===== src/rtl/core/tma_pkg.sv =====
// Package: sizes, ALU operation codes and shared structs of the trimmed moving average core.
`default_nettype none
package tma_pkg;

  // Sample width and window size (window length is a power of two).
  localparam int SAMPLE_W   = 12;
  localparam int WINDOW_LOG2 = 4;
  localparam int WINDOW     = 1 << WINDOW_LOG2;
  localparam int IDX_W      = (WINDOW_LOG2 > 0) ? WINDOW_LOG2 : 1;
  localparam int SUM_W      = SAMPLE_W + WINDOW_LOG2;

  localparam logic [SAMPLE_W-1:0] SAMPLE_MAX = {SAMPLE_W{1'b1}};
  localparam logic [IDX_W-1:0]    IDX_LAST   = IDX_W'(WINDOW - 1);

  // Operations of the shared arithmetic unit.
  typedef enum logic [1:0] {
    OP_NONE = 2'd0,
    OP_EXT  = 2'd1,
    OP_ADD  = 2'd2,
    OP_SUB  = 2'd3
  } alu_op_t;

  typedef struct packed {
    alu_op_t             op;
    logic [SAMPLE_W-1:0] operand;
    logic [SUM_W-1:0]    acc;
    logic [SAMPLE_W-1:0] hi;
    logic [SAMPLE_W-1:0] lo;
  } alu_req_t;

  typedef struct packed {
    logic [SUM_W-1:0]    acc;
    logic [SAMPLE_W-1:0] hi;
    logic [SAMPLE_W-1:0] lo;
  } alu_res_t;

endpackage
`default_nettype wire


===== src/rtl/core/tma_in_if.sv =====
// Interface: input sample channel with valid/ready handshake.
`default_nettype none
interface tma_in_if;
  logic                          valid;
  logic                          ready;
  logic [tma_pkg::SAMPLE_W-1:0]  sample;

  modport source (output valid, output sample, input ready);
  modport sink   (input valid, input sample, output ready);
endinterface
`default_nettype wire


===== src/rtl/core/tma_out_if.sv =====
// Interface: filtered result channel with valid/ready handshake.
`default_nettype none
interface tma_out_if;
  logic                          valid;
  logic                          ready;
  logic [tma_pkg::SAMPLE_W-1:0]  filtered;

  modport source (output valid, output filtered, input ready);
  modport sink   (input valid, input filtered, output ready);
endinterface
`default_nettype wire


===== src/rtl/core/tma_window.sv =====
// Sample window: shift line of the last WINDOW samples with one indexed read port.
`default_nettype none
module tma_window (
  input  wire logic                         clk,
  input  wire logic                         rst_n,
  input  wire logic                         shift_en,
  input  wire logic [tma_pkg::SAMPLE_W-1:0] sample_in,
  input  wire logic [tma_pkg::IDX_W-1:0]    rd_idx,
  output logic      [tma_pkg::SAMPLE_W-1:0] rd_data
);
  import tma_pkg::*;

  logic [SAMPLE_W-1:0] taps_r [WINDOW];

  // Shift toward the old end, insert the newest sample at entry 0
  always_ff @(posedge clk) begin
    if (!rst_n) begin
      for (int i = 0; i < WINDOW; i++) taps_r[i] <= '0;
    end else if (shift_en) begin
      taps_r[0] <= sample_in;
      for (int i = 1; i < WINDOW; i++) taps_r[i] <= taps_r[i-1];
    end
  end

  // Select the entry the sequencer is visiting
  assign rd_data = taps_r[rd_idx];

endmodule
`default_nettype wire


===== src/rtl/core/tma_alu.sv =====
// Shared arithmetic unit: extreme tracking, accumulate and subtract.
`default_nettype none
module tma_alu (
  input  wire tma_pkg::alu_req_t req,
  output tma_pkg::alu_res_t      res
);
  import tma_pkg::*;

  logic [SUM_W-1:0] operand_ext;

  assign operand_ext = SUM_W'(req.operand);

  always_comb begin
    res = '{acc: req.acc, hi: req.hi, lo: req.lo};
    case (req.op)
      OP_EXT: begin
        // Track the running maximum and minimum
        if (req.operand > req.hi) res.hi = req.operand;
        if (req.operand < req.lo) res.lo = req.operand;
      end
      OP_ADD:  res.acc = req.acc + operand_ext;
      OP_SUB:  res.acc = req.acc - operand_ext;
      default: ;
    endcase
  end

endmodule
`default_nettype wire


===== src/rtl/core/trimmed_moving_average_core.sv =====
// Top level: trimmed moving average core with its sequencer and result register.
//
// Each accepted sample is shifted into a 16-entry window (zeros after reset), and the
// result is the window sum minus one maximum and one minimum, divided by the window
// length with truncation. From acceptance to a loaded result an item takes these steps:
// acceptance, one pass over the window to find the extremes, a second pass to
// accumulate the sum, the subtraction of the maximum and then of the minimum, and the
// load of the output register (it waits while an untaken result is still there); all
// of it runs through a single shared arithmetic unit stepped by the window index.
// in_ch.ready is high only while the sequencer is idle; a finished result waits in
// the output register without holding off the next sample.
`default_nettype none
module trimmed_moving_average_core (
  input  wire logic  clk,
  input  wire logic  rst_n,
  tma_in_if.sink     in_ch,
  tma_out_if.source  out_ch
);
  import tma_pkg::*;

  typedef enum logic [5:0] {
    S_IDLE  = 6'b000001,
    S_EXT   = 6'b000010,
    S_SUM   = 6'b000100,
    S_SUBHI = 6'b001000,
    S_SUBLO = 6'b010000,
    S_DONE  = 6'b100000
  } state_t;

  state_t              state_r, state_nxt;
  logic [IDX_W-1:0]    idx_r, idx_nxt;
  logic [SUM_W-1:0]    acc_r, acc_nxt;
  logic [SAMPLE_W-1:0] hi_r, hi_nxt;
  logic [SAMPLE_W-1:0] lo_r, lo_nxt;
  logic                out_valid_r, out_valid_nxt;
  logic [SAMPLE_W-1:0] out_data_r, out_data_nxt;

  logic                in_take;
  logic                out_load;
  logic [SAMPLE_W-1:0] win_data;
  alu_req_t            alu_req;
  alu_res_t            alu_res;

  assign in_ch.ready = (state_r == S_IDLE);
  assign in_take     = in_ch.valid && in_ch.ready;
  assign out_load    = (state_r == S_DONE) && (!out_valid_r || out_ch.ready);

  tma_window u_window (
    .clk       (clk),
    .rst_n     (rst_n),
    .shift_en  (in_take),
    .sample_in (in_ch.sample),
    .rd_idx    (idx_r),
    .rd_data   (win_data)
  );

  // Pick the operation for the shared unit
  always_comb begin
    alu_req = '{op: OP_NONE, operand: win_data, acc: acc_r, hi: hi_r, lo: lo_r};
    unique case (state_r)
      S_EXT:   alu_req.op = OP_EXT;
      S_SUM:   alu_req.op = OP_ADD;
      S_SUBHI: begin
        alu_req.op      = OP_SUB;
        alu_req.operand = hi_r;
      end
      S_SUBLO: begin
        alu_req.op      = OP_SUB;
        alu_req.operand = lo_r;
      end
      default: alu_req.op = OP_NONE;
    endcase
  end

  tma_alu u_alu (
    .req (alu_req),
    .res (alu_res)
  );

  // Sequence the two passes and the trim
  always_comb begin
    state_nxt = state_r;
    idx_nxt   = idx_r;
    acc_nxt   = alu_res.acc;
    hi_nxt    = alu_res.hi;
    lo_nxt    = alu_res.lo;
    unique case (state_r)
      S_IDLE: begin
        if (in_take) begin
          state_nxt = S_EXT;
          idx_nxt   = '0;
          acc_nxt   = '0;
          hi_nxt    = '0;
          lo_nxt    = SAMPLE_MAX;
        end
      end
      S_EXT: begin
        idx_nxt = idx_r + 1'b1;
        if (idx_r == IDX_LAST) begin
          state_nxt = S_SUM;
          idx_nxt   = '0;
        end
      end
      S_SUM: begin
        idx_nxt = idx_r + 1'b1;
        if (idx_r == IDX_LAST) begin
          state_nxt = S_SUBHI;
          idx_nxt   = '0;
        end
      end
      S_SUBHI: state_nxt = S_SUBLO;
      S_SUBLO: state_nxt = S_DONE;
      S_DONE:  if (out_load) state_nxt = S_IDLE;
      default: state_nxt = S_IDLE;
    endcase
  end

  // Hold the result until the sink takes the transaction; divide by shifting
  always_comb begin
    out_valid_nxt = out_valid_r && !out_ch.ready;
    out_data_nxt  = out_data_r;
    if (out_load) begin
      out_valid_nxt = 1'b1;
      out_data_nxt  = acc_r[SUM_W-1 -: SAMPLE_W];
    end
  end

  always_ff @(posedge clk) begin
    if (!rst_n) begin
      state_r     <= S_IDLE;
      idx_r       <= '0;
      out_valid_r <= 1'b0;
    end else begin
      state_r     <= state_nxt;
      idx_r       <= idx_nxt;
      out_valid_r <= out_valid_nxt;
    end
  end

  always_ff @(posedge clk) begin
    acc_r      <= acc_nxt;
    hi_r       <= hi_nxt;
    lo_r       <= lo_nxt;
    out_data_r <= out_data_nxt;
  end

  assign out_ch.valid    = out_valid_r;
  assign out_ch.filtered = out_data_r;

  // An accepted sample starts the extreme pass at the newest entry
  a_start: assert property (@(posedge clk) disable iff (!rst_n)
    in_take |=> (state_r == S_EXT) && (idx_r == '0))
    else $error("extreme pass did not start after accepted sample");

  // Extremes are consistent once the first pass is over
  a_order: assert property (@(posedge clk) disable iff (!rst_n)
    (state_r == S_SUM) |-> (hi_r >= lo_r))
    else $error("maximum below minimum after extreme pass");

  // The trimmed sum never goes negative before the extremes are removed
  a_trim: assert property (@(posedge clk) disable iff (!rst_n)
    (state_r == S_SUBHI) |-> (acc_r >= SUM_W'(hi_r) + SUM_W'(lo_r)))
    else $error("sum smaller than the extremes it must drop");

  // A new result appears only from the load step
  a_load: assert property (@(posedge clk) disable iff (!rst_n)
    $rose(out_valid_r) |-> $past(state_r == S_DONE))
    else $error("result register loaded outside the load step");

endmodule
`default_nettype wire


===== src/flat_wrapper.sv =====
// flat-port wrapper written by rule: the top's interface ports become plain ports
module trimmed_moving_average_core_flat import tma_pkg::*;
  (clk, rst_n, in_ch_valid, in_ch_sample, in_ch_ready, out_ch_valid, out_ch_filtered, out_ch_ready);
  tma_in_if in_ch_i ();
  tma_out_if out_ch_i ();
  input  wire logic clk;
  input  wire logic rst_n;
  input wire logic [$bits(in_ch_i.valid)-1:0] in_ch_valid;
  input wire logic [$bits(in_ch_i.sample)-1:0] in_ch_sample;
  output wire logic [$bits(in_ch_i.ready)-1:0] in_ch_ready;
  output wire logic [$bits(out_ch_i.valid)-1:0] out_ch_valid;
  output wire logic [$bits(out_ch_i.filtered)-1:0] out_ch_filtered;
  input wire logic [$bits(out_ch_i.ready)-1:0] out_ch_ready;
  assign in_ch_i.valid = in_ch_valid;
  assign in_ch_i.sample = in_ch_sample;
  assign in_ch_ready = in_ch_i.ready;
  assign out_ch_valid = out_ch_i.valid;
  assign out_ch_filtered = out_ch_i.filtered;
  assign out_ch_i.ready = out_ch_ready;
  trimmed_moving_average_core u_core (.clk(clk), .rst_n(rst_n), .in_ch(in_ch_i), .out_ch(out_ch_i));
endmodule

===== config.mk =====
export PLATFORM = sky130hd
export DESIGN_NAME = trimmed_moving_average_core_flat
export DESIGN_NICKNAME = d
export VERILOG_FILES = /design/src/rtl/core/tma_pkg.sv /design/src/rtl/core/tma_in_if.sv /design/src/rtl/core/tma_out_if.sv /design/src/rtl/core/tma_window.sv /design/src/rtl/core/tma_alu.sv /design/src/rtl/core/trimmed_moving_average_core.sv /design/src/flat_wrapper.sv
export SDC_FILE = /design/constraint.sdc
export NUM_CORES = 1
export LEC_CHECK = 0
export BUFFER_PORTS_ARGS = -buffer_cell sky130_fd_sc_hd__buf_2
export CAP_MARGIN = 20
export CORE_MARGIN = 2
export CORE_UTILIZATION = 35
export DETAILED_ROUTE_END_ITERATION = 6
export GPL_TIMING_DRIVEN = 0
export PLACE_DENSITY = 0.62
export SYNTH_ARGS = -nofsm -noshare
export SYNTH_HDL_FRONTEND = slang
export SYNTH_SLANG_ARGS = --single-unit

===== constraint.sdc =====
create_clock -name clk -period 6.45 [get_ports clk]
set_input_delay 0.3225 -clock clk [delete_from_list [all_inputs] [get_ports clk]]
set_output_delay 0.3225 -clock clk [all_outputs]
set_load 0.1 [all_outputs]

[Word-level counts from Yosys, hierarchy flattened]
Memories as Yosys holds them, arrays and structs flattened. A register that Yosys moved wholly into a read port is not among the register bits.
Cells that the tools add are included.
Storage, ports and cells
  register bits: 63
  bits in writable memories: 192
  word-level logic and storage cells: 97
  memories kept: 1
  output and inout port bits: 14
Operators by class
  eq/ne operators: 14
  muxes and demuxes: 43
  $lt $le $gt $ge: 2
  bitwise logic cells: 16
  $add $sub $neg: 3
  reductions and logical operators: 11
Memories
  u_core.u_window.taps_r: words 16, width 12, rd ports 16, clocked after memory_dff 1, write ports 16, line tma_window.sv:13  | logic [SAMPLE_W-1:0] taps_r [WINDOW];
Operators with widths (count)
  two-way mux 12 bit: 22
  one-hot mux 6 bit (6 select lines): 1
  two-way mux 16 bit: 2
  one-hot mux 16 bit (2 select lines): 1
  two-way mux 24 bit: 1
  two-way mux 6 bit: 4
  one-hot mux 12 bit (2 select lines): 1
  adder 16 x 12 -> 16 bit: 1
  two-way mux 4 bit: 4
  OR 1 bit: 16
  subtractor 16 x 12 -> 16 bit: 1
  greater-than comparator 12 bit: 1
  < comparator 12 bit: 1
  one-hot mux 4 bit (2 select lines): 1
  equality test 6 x 1 -> 1 bit, second input constant: 1
  equality test 6 x 2 -> 1 bit, second input constant: 1
  equality test 6 x 3 -> 1 bit, second input constant: 1
  equality test 6 x 4 -> 1 bit, second input constant: 1
  equality test 6 x 5 -> 1 bit, second input constant: 1
  equality test 6 bit, second input constant: 1
  inequality test 2 x 1 -> 1 bit, second input constant: 3
  one-hot mux 2 bit (3 select lines): 1
  two-way mux 1 bit: 5
  adder 4 x 1 -> 4 bit, second input constant: 1
  other kinds (11): 16

[Depth between registers and ports, before layout]
Gate-level depths: netlist of the first run.
  depth in word-level cells: 7
  mapped depth: 19
  depth with buffers taken out: 17

[Hierarchy]
A second synthesis of the first run with hierarchy kept.
Unflattened totals
  cells, all modules: 1015
  area total of the unflattened synthesis: 13015.0 um^2
By module, submodules not included
  tma_window: cells each 521, area each 8595.7 um^2, seq. area each 5765.5 um^2, instances 1
  trimmed_moving_average_core: cells each 210, area each 2361.0 um^2, seq. area each 1381.3 um^2, instances 1
  tma_alu: cells each 284, area each 2058.2 um^2, seq. area each 0.0 um^2, instances 1

[Worst setup path before layout of the first run]
OpenSTA, ideal clock, no wires.
  path type: reg-to-reg
  start point: reg u_core.state_r[4]
  end point: mem u_core.u_window.taps_r[0][0] (enable)
  buffers on the path: 0
  setup slack: -1397 ps
  stages on the path, launching flop included: 6
  data arrival time: 7287 ps
  cell sequence: dfxtp_1 > nor2_1 > nand2_1 > nor3b_1 > nand2_1 > nand2_1
RTL lines
  start: declaration: line trimmed_moving_average_core.sv:30  | state_t state_r, state_nxt;
  start signal: assignment: line trimmed_moving_average_core.sv:134  | state_r <= state_nxt;
  end: declaration: line tma_window.sv:13

==> impl_metrics.toml, run 1 <==
[power_and_ir_drop]
total_power_w = 0.00474
power.density_nw_per_um2 = 333
vdd_drop_max_v = 0.000184
power.leakage_nw = 5.79

[critical_path]
cpLargestDelayFamily = "compound AO/OA/AOI/OAI gates"
arrival_ns = 6.18
worstPathMaxFanout = 10
path_class = "flip-flop to flip-flop"
crit_chain = "buf_2 > buf_2 > mux4_2 > mux2i_1 > o221ai_1 > nor4_2 > a21oi_1 > xnor2_1 > ha_1 > a21o_1 > a21oi_1 > nor3b_1 > a211oi_1 > o31ai_1 > o211ai_1 > nand3_1 > nor3b_1"
crit_buf_inv = 2
worst_path_max_delay_cell = "dfxtp_1"
startpoint_type = "flip-flop"
crit_path_max_incr_delay_ns = 0.56
crit_path_end_kind = "flip-flop"
required_ns = 6.91

[sta]
slew_headroom_pct = 31.2
fin_worst_skew_ns = 0.0257
fin_setup_tns_ns = 0
rsz0062_at_grt = "false"
hold_ws_ns = 0.0734
hold_viol_final = 0
setup_viol = 0
min_period_ns = 5.72
timing.final.max_slew_violations = 0
fmax_mhz = 175
period_share_pct = 88.7
worst_slew_pin_slew_ns = 1.03

[floorplanning]
die_w_um = 194
die_area_um2 = 37800
pin_count = 30
std_cell_rows = 69
core_um2 = 35700
die_h_um = 194
start_util_pct = 35.6

[drt]
wl_per_cell_um = 21.5
drt-pass1-iter-count = 7
vias = 8579
drtIter0Drc = 916
postRouteAntennaNets = 0
viasPerCell = 5.59
drc = 5
wirelength_um = 32900

[yosys]
ys.flop_type = "edfxtp_1"
yosysWarnings = 0
synth-edff-count = 204
yosysSeqAreaShare_pct = 56.9
synthCells = 999
synth_seq_cells = 259
syn-cell-area_um2 = 12700
syn_nets = 1056
synth_async_sr_flop_share_pct = 0
yosysUniqueCellTypes = 63
synth_area_per_cell_um2 = 12.7

[clock_network]
clk_latency_ns = 0.56
post_cts.repair.setup_buffers = 0
h-tree-depth = 1
cts_hold_buffers = 0
cts.sinks = 259
cts-root-buf = "clkbuf_16"
cts_resized = 0
clockBufferDepth = 3
cts_tree = "done"
cts-buffers-inserted = 28
path_clk_slew_ns = 0.06

[place]
port_buffers = 28
hpwl_um = 22500
place.gp.congestion = 0.814

[final_layout]
area_growth_pct = 12.2
diodes = 0
nets = 1115
drive_above_1_share_pct = 13.1

[global_route]
grt_max_degree = 106
antenna_found_initial = 1
grt_pass1_wl_um = 50100
overflow = 0
grt_use_total_pct = 17.2
first_global_vias = 8439

[status]
failed_checks = "design-rule violations"
status = "finished, violations left"

[worst_hold_path]
min_path_type = "input pin to flip-flop"

[flow_run]
cap_violations = 0
## logic make-up (layout without fill, tap and decap cells)
kind of cell             after synthesis  in the layout  synth area share [%]
AO/OA/AOI/OAI                        132            132                  7.13
XOR/XNOR                              22             22                  1.52
adder cells (fa/ha/maj)               41             41                  4.10
buffers and inverters                 96            170                  3.16
flip-flops                           259            259                  56.9
multiplexers                          75             75                  10.6
AND/OR/NAND/NOR                      374            374                  16.5
## per-stage QoR
step | setup slack (ns) | cells | cell area [um2] | util [%]
4_1_cts | 0.787 | 1534 | 14200 | 39.9
3_3_place_gp | 0.866 | 1488 | 13400 | 37.6
2_1_floorplan | 0.351 | 999 | 12700 | -
3_5_place_dp | 0.831 | 1489 | 13500 | 37.7
5_1_grt | 0.442 | 1534 | 14200 | 39.9
6_report | 0.728 | 1534 | 14200 | 39.9
## layer usage
| metal | vias up | GRT usage (%) | part of all wire, % |
|---|---|---|---|
| li1 | 3886 | - | - |
| met2 | 334 | 26.9 | 45 |
| met1 | 4294 | 24.5 | 45 |
| met3 | 65 | 2.72 | 6.8 |
| met4 | 0 | 5.67 | 3.3 |
| met5 | - | 0 | 0 |
## Yosys cell counts, types with 12 or more instances
| library cell | instances | area share [%] |
|---|---|---|
| a211oi_1 | 16 | 0.95 |
| a21oi_1 | 42 | 1.7 |
| a22oi_1 | 12 | 0.71 |
| and2_1 | 77 | 3.8 |
| and3_1 | 122 | 6.0 |
| clkbuf_1 | 45 | 1.3 |
| dfxtp_1 | 55 | 8.7 |
| edfxtp_1 | 204 | 48 |
| ha_1 | 40 | 3.9 |
| inv_1 | 29 | 0.86 |
| mux2i_1 | 23 | 1.8 |
| mux4_2 | 47 | 8.3 |
| nand2_1 | 46 | 1.4 |
| nor2_1 | 47 | 1.4 |
| nor3_1 | 26 | 1.0 |
| xnor2_1 | 19 | 1.3 |
## cells in the final DEF, fill, tap and decap left out, types with 10 or more instances in the layout
cell / count
a21o_1: 10
a21oi_1: 42
edfxtp_1: 204
inv_1: 29
mux2i_1: 23
ha_1: 40
nor2_1: 47
and3_1: 122
xnor2_1: 19
a211oi_1: 16
nor3_1: 26
and2_1: 77
nand2_1: 45
buf_2: 34
dfxtp_1: 55
clkbuf_1: 52
clkbuf_16: 28
mux4_2: 47
a22oi_1: 12
## final cells by class
type / count / area, um2
Timing Repair Buffer: 29 / 168
Sequential cell: 259 / 7230
Tap cell: 461 / 577
Clock buffer: 35 / 727
Inverter: 30 / 113
Clock inverter: 10 / 57.6
Buffer: 66 / 289
Multi-Input combinational cell: 644 / 5080
Fill cell: 3344 / 21400
## sequential cells by signal, summed over array words and instances, names as in the netlist, named ones only
| register | count |
|---|---|
| u_core.lo_r | 12 |
| u_core.out_ch.valid | 1 |
| u_core.acc_r | 16 |
| u_core.state_r | 6 |
| u_core.u_window.taps_r | 192 |
| u_core.out_ch.filtered | 12 |
| u_core.hi_r | 12 |
| u_core.idx_r | 4 |
## final timing paths
path | slack [ns] | end | start | cells after the start
min reg2reg | 0.46 | u_core.acc_r[2] | u_core.acc_r[2] | 2
min | 0.07 | u_core.u_window.taps_r[0][1] | in_ch_sample[1] | 2
max reg2reg | 0.73 | u_core.acc_r[15] | flip-flop | 17
max | 0.73 | u_core.acc_r[15] | flip-flop | 17
## power by group
part	total (W)	internal [W]	switching, W	leakage [nW]
Clock	0.00144	0.000788	0.000653	0.382
Sequential	0.00227	0.00212	0.000147	2.61
Combinational	0.00103	0.000381	0.000646	2.80
Total	0.00474	0.00329	0.00145	5.79
No activity file was read; power rests on OpenSTA's default activity.
==> run 2, diff against run 1 <==
--- a/config.mk
+++ b/config.mk
@@ -5,10 +5,12 @@
 export SDC_FILE = /design/constraint.sdc
 export NUM_CORES = 1
 export LEC_CHECK = 0
+export ABC_AREA = 1
 export BUFFER_PORTS_ARGS = -buffer_cell sky130_fd_sc_hd__buf_2
 export CAP_MARGIN = 20
 export CORE_MARGIN = 2
 export CORE_UTILIZATION = 35
+export CTS_BUF_LIST = sky130_fd_sc_hd__clkbuf_4 sky130_fd_sc_hd__clkbuf_8 sky130_fd_sc_hd__clkbuf_16
 export DETAILED_ROUTE_END_ITERATION = 6
 export GPL_TIMING_DRIVEN = 0
 export PLACE_DENSITY = 0.62
==> impl_metrics.toml, run 2 <==
[status]
status = "completed"

[final_layout]
largest_register_ffs = 192
mostFrequentLayoutCells = "nand2_1, inv_1, edfxtp_1"
drive_above_1_share_pct = 8.97
diodes = 0
fin_area_um2 = 15200
nFillCells = 3850
area_growth_pct = 13.0
nets = 1707
top_register = "u_core.u_window.taps_r"
reg.largest.list = "u_core.u_window.taps_r: 192 flops, u_core.acc_r: 16 flops"
final_cells = 2184
final_common_cell = "nand2_1"

[place]
hpwl_um = 22600
port_buffers = 28
place.gp.congestion = 0.876
placed_cell_area_um2 = 14300
placed_cells = 2130

[global_route]
grt_pass1_wl_um = 53100
overflow = 0
grt_use_total_pct = 16.3
grt_max_degree = 111
antenna_found_initial = 0
first_global_vias = 10348

[yosys]
ys_top_cells_by_count = "nand2_1, inv_1, edfxtp_1"
synth_area_per_cell_um2 = 8.49
synth_async_sr_flop_share_pct = 0
synth.top_cell.area_share_pct = 45.4
synth-xor-area-share_pct = 1.23
synthSimpleGateAreaFrac_pct = 21.9
syn-cell-area_um2 = 13500
yosys.area.top_type = "edfxtp_1"
synth_fa_ha_area_share_pct = 3.86
synthCells = 1589
yosysSeqAreaShare_pct = 53.6
synthTopCellsByArea = "edfxtp_1, nand2_1, inv_1, dfxtp_1, nand3_1"
syn_nets = 1646
ys.flop_type = "edfxtp_1"
synth_mux_area_share_pct = 0
synth_top_family_by_area = "simple AND/OR/NAND/NOR gates"
yosysUniqueCellTypes = 48
yosysMostFrequentCell = "nand2_1"
synth-edff-count = 204
yosysWarnings = 0
synth_compound_area_share_pct = 7.35
synth_seq_cells = 259

[clock_network]
clk_latency_ns = 0.58
cts_tree = "done"
path_clk_slew_ns = 0.06
cts_resized = 0
cts.sinks = 259
clockBufferDepth = 3
cts-root-buf = "clkbuf_16"
cts-buffers-inserted = 29
post_cts.repair.setup_buffers = 0
h-tree-depth = 1
cts_hold_buffers = 0

[floorplanning]
die_area_um2 = 40100
start_util_pct = 35.7
die_h_um = 200
die_w_um = 200
std_cell_rows = 71
pin_count = 30
core_um2 = 37800

[sta]
fin_worst_skew_ns = 0.0178
fin_setup_tns_ns = 0
slew_headroom_pct = 46.6
timing.final.max_slew_violations = 0
min_period_ns = 4.68
worst_slew_pin_slew_ns = 0.801
rsz0062_at_grt = "false"
fmax_mhz = 214
hold_viol_final = 0
period_share_pct = 72.5
setup_viol = 0

[critical_path]
startpoint_type = "flip-flop"
rrSetupSlack_ns = 1.77
worstPathMaxFanout = 10
arrival_ns = 5.14
crit_path_end_kind = "flip-flop"
path_class = "flip-flop to flip-flop"
required_ns = 6.91
reg2regPathDepth = 20

[drt]
vias = 10393
drc = 0
drt-pass1-iter-count = 5
wirelength_um = 32600
postRouteAntennaNets = 0
wl_per_cell_um = 14.9
drtIter0Drc = 765
viasPerCell = 4.76

[worst_hold_path]
min_path_type = "input pin to flip-flop"
holdPathStages = 3

[flow_run]
cap_violations = 0

[power_and_ir_drop]
power.leakage_nw = 7.25
vdd_drop_max_v = 0.000269
power.density_nw_per_um2 = 427
==> run 2: changes by cell type in the layout (fill, tap and decap cells not counted), sizes merged, moves of 49 or more <==
cell,delta
inv,+297
nand2,+288
nand3,+146
nor2,+139
and3,-121
and2,-77
o21ai,+49
==> run 2: where the power goes <==
part | switching [W] | internal (W) | total (W)
clock network | 0.000690 | 0.000916 | 0.00161
logic | 0.00157 | 0.000763 | 0.00234
registers | 0.000192 | 0.00237 | 0.00257
==> run 2: worst paths after layout <==
check / startpoint / endpoint
max: flip-flop / u_core.acc_r[12]
max reg2reg: flip-flop / u_core.acc_r[12]
min: in_ch_sample[11] / u_core.u_window.taps_r[0][11]
min reg2reg: u_core.lo_r[6] / u_core.lo_r[6]
==> run 2: cell families (layout without fill, tap and decap cells) <==
family                   after synthesis  count (layout)
adder cells (fa/ha/maj)               41              41
AND/OR/NAND/NOR                      698             698
flip-flops                           259             259
buffers and inverters                401             485
AO/OA/AOI/OAI                        171             171
XOR/XNOR                              19              19
==> run 2: through the flow <==
stage,hold slack (ns),setup slack (ns),power [W],utilization [%]
final,0.0439,1.77,0.00651,40.3
after global routing,0.0279,1.36,0.00700,40.3
after CTS,0.0175,1.71,0.00655,40.3
after detailed placement,0.446,1.74,0.00493,37.9
after global placement,0.439,0.742,0.00488,37.7
after floorplan,0.429,0.249,0.00432,-
==> run 2: area by class of cell <==
cell class	instances	area [um2]	area share, %
Clock buffer	37	798	5.23
Sequential cell	259	7230	47.4
Multi-Input combinational cell	929	4640	30.5
Tap cell	511	639	4.19
Buffer	75	414	2.72
Clock inverter	17	125	0.820
Inverter	326	1230	8.04
Timing Repair Buffer	30	175	1.15
==> run 2: critical path, cell delays in order (launching register included) <==
cell      delay (ns)
dfxtp_1         0.32
buf_2           0.26
clkbuf_1        0.53
nand3_1         0.19
nand3_1         0.11
nand2_1         0.17
a21oi_2         0.27
ha_1            0.27
a21oi_1         0.27
inv_1           0.10
fa_1            0.44
o31ai_1         0.39
nand2_1         0.10
a21oi_1         0.29
nand2_1         0.08
nand2_1         0.11
a21boi_0        0.14
o21ai_0         0.24
xor2_1          0.09
o21ai_0         0.15
inv_1           0.05
==> run 2: metal layers <==
layer	part of all wire [%]	vias up	track usage, %
met1	44	4873	20.9
met4	3.4	0	6.16
li1	-	5202	-
met3	5.3	72	2.59
met2	47	246	27.9
met5	0	-	0
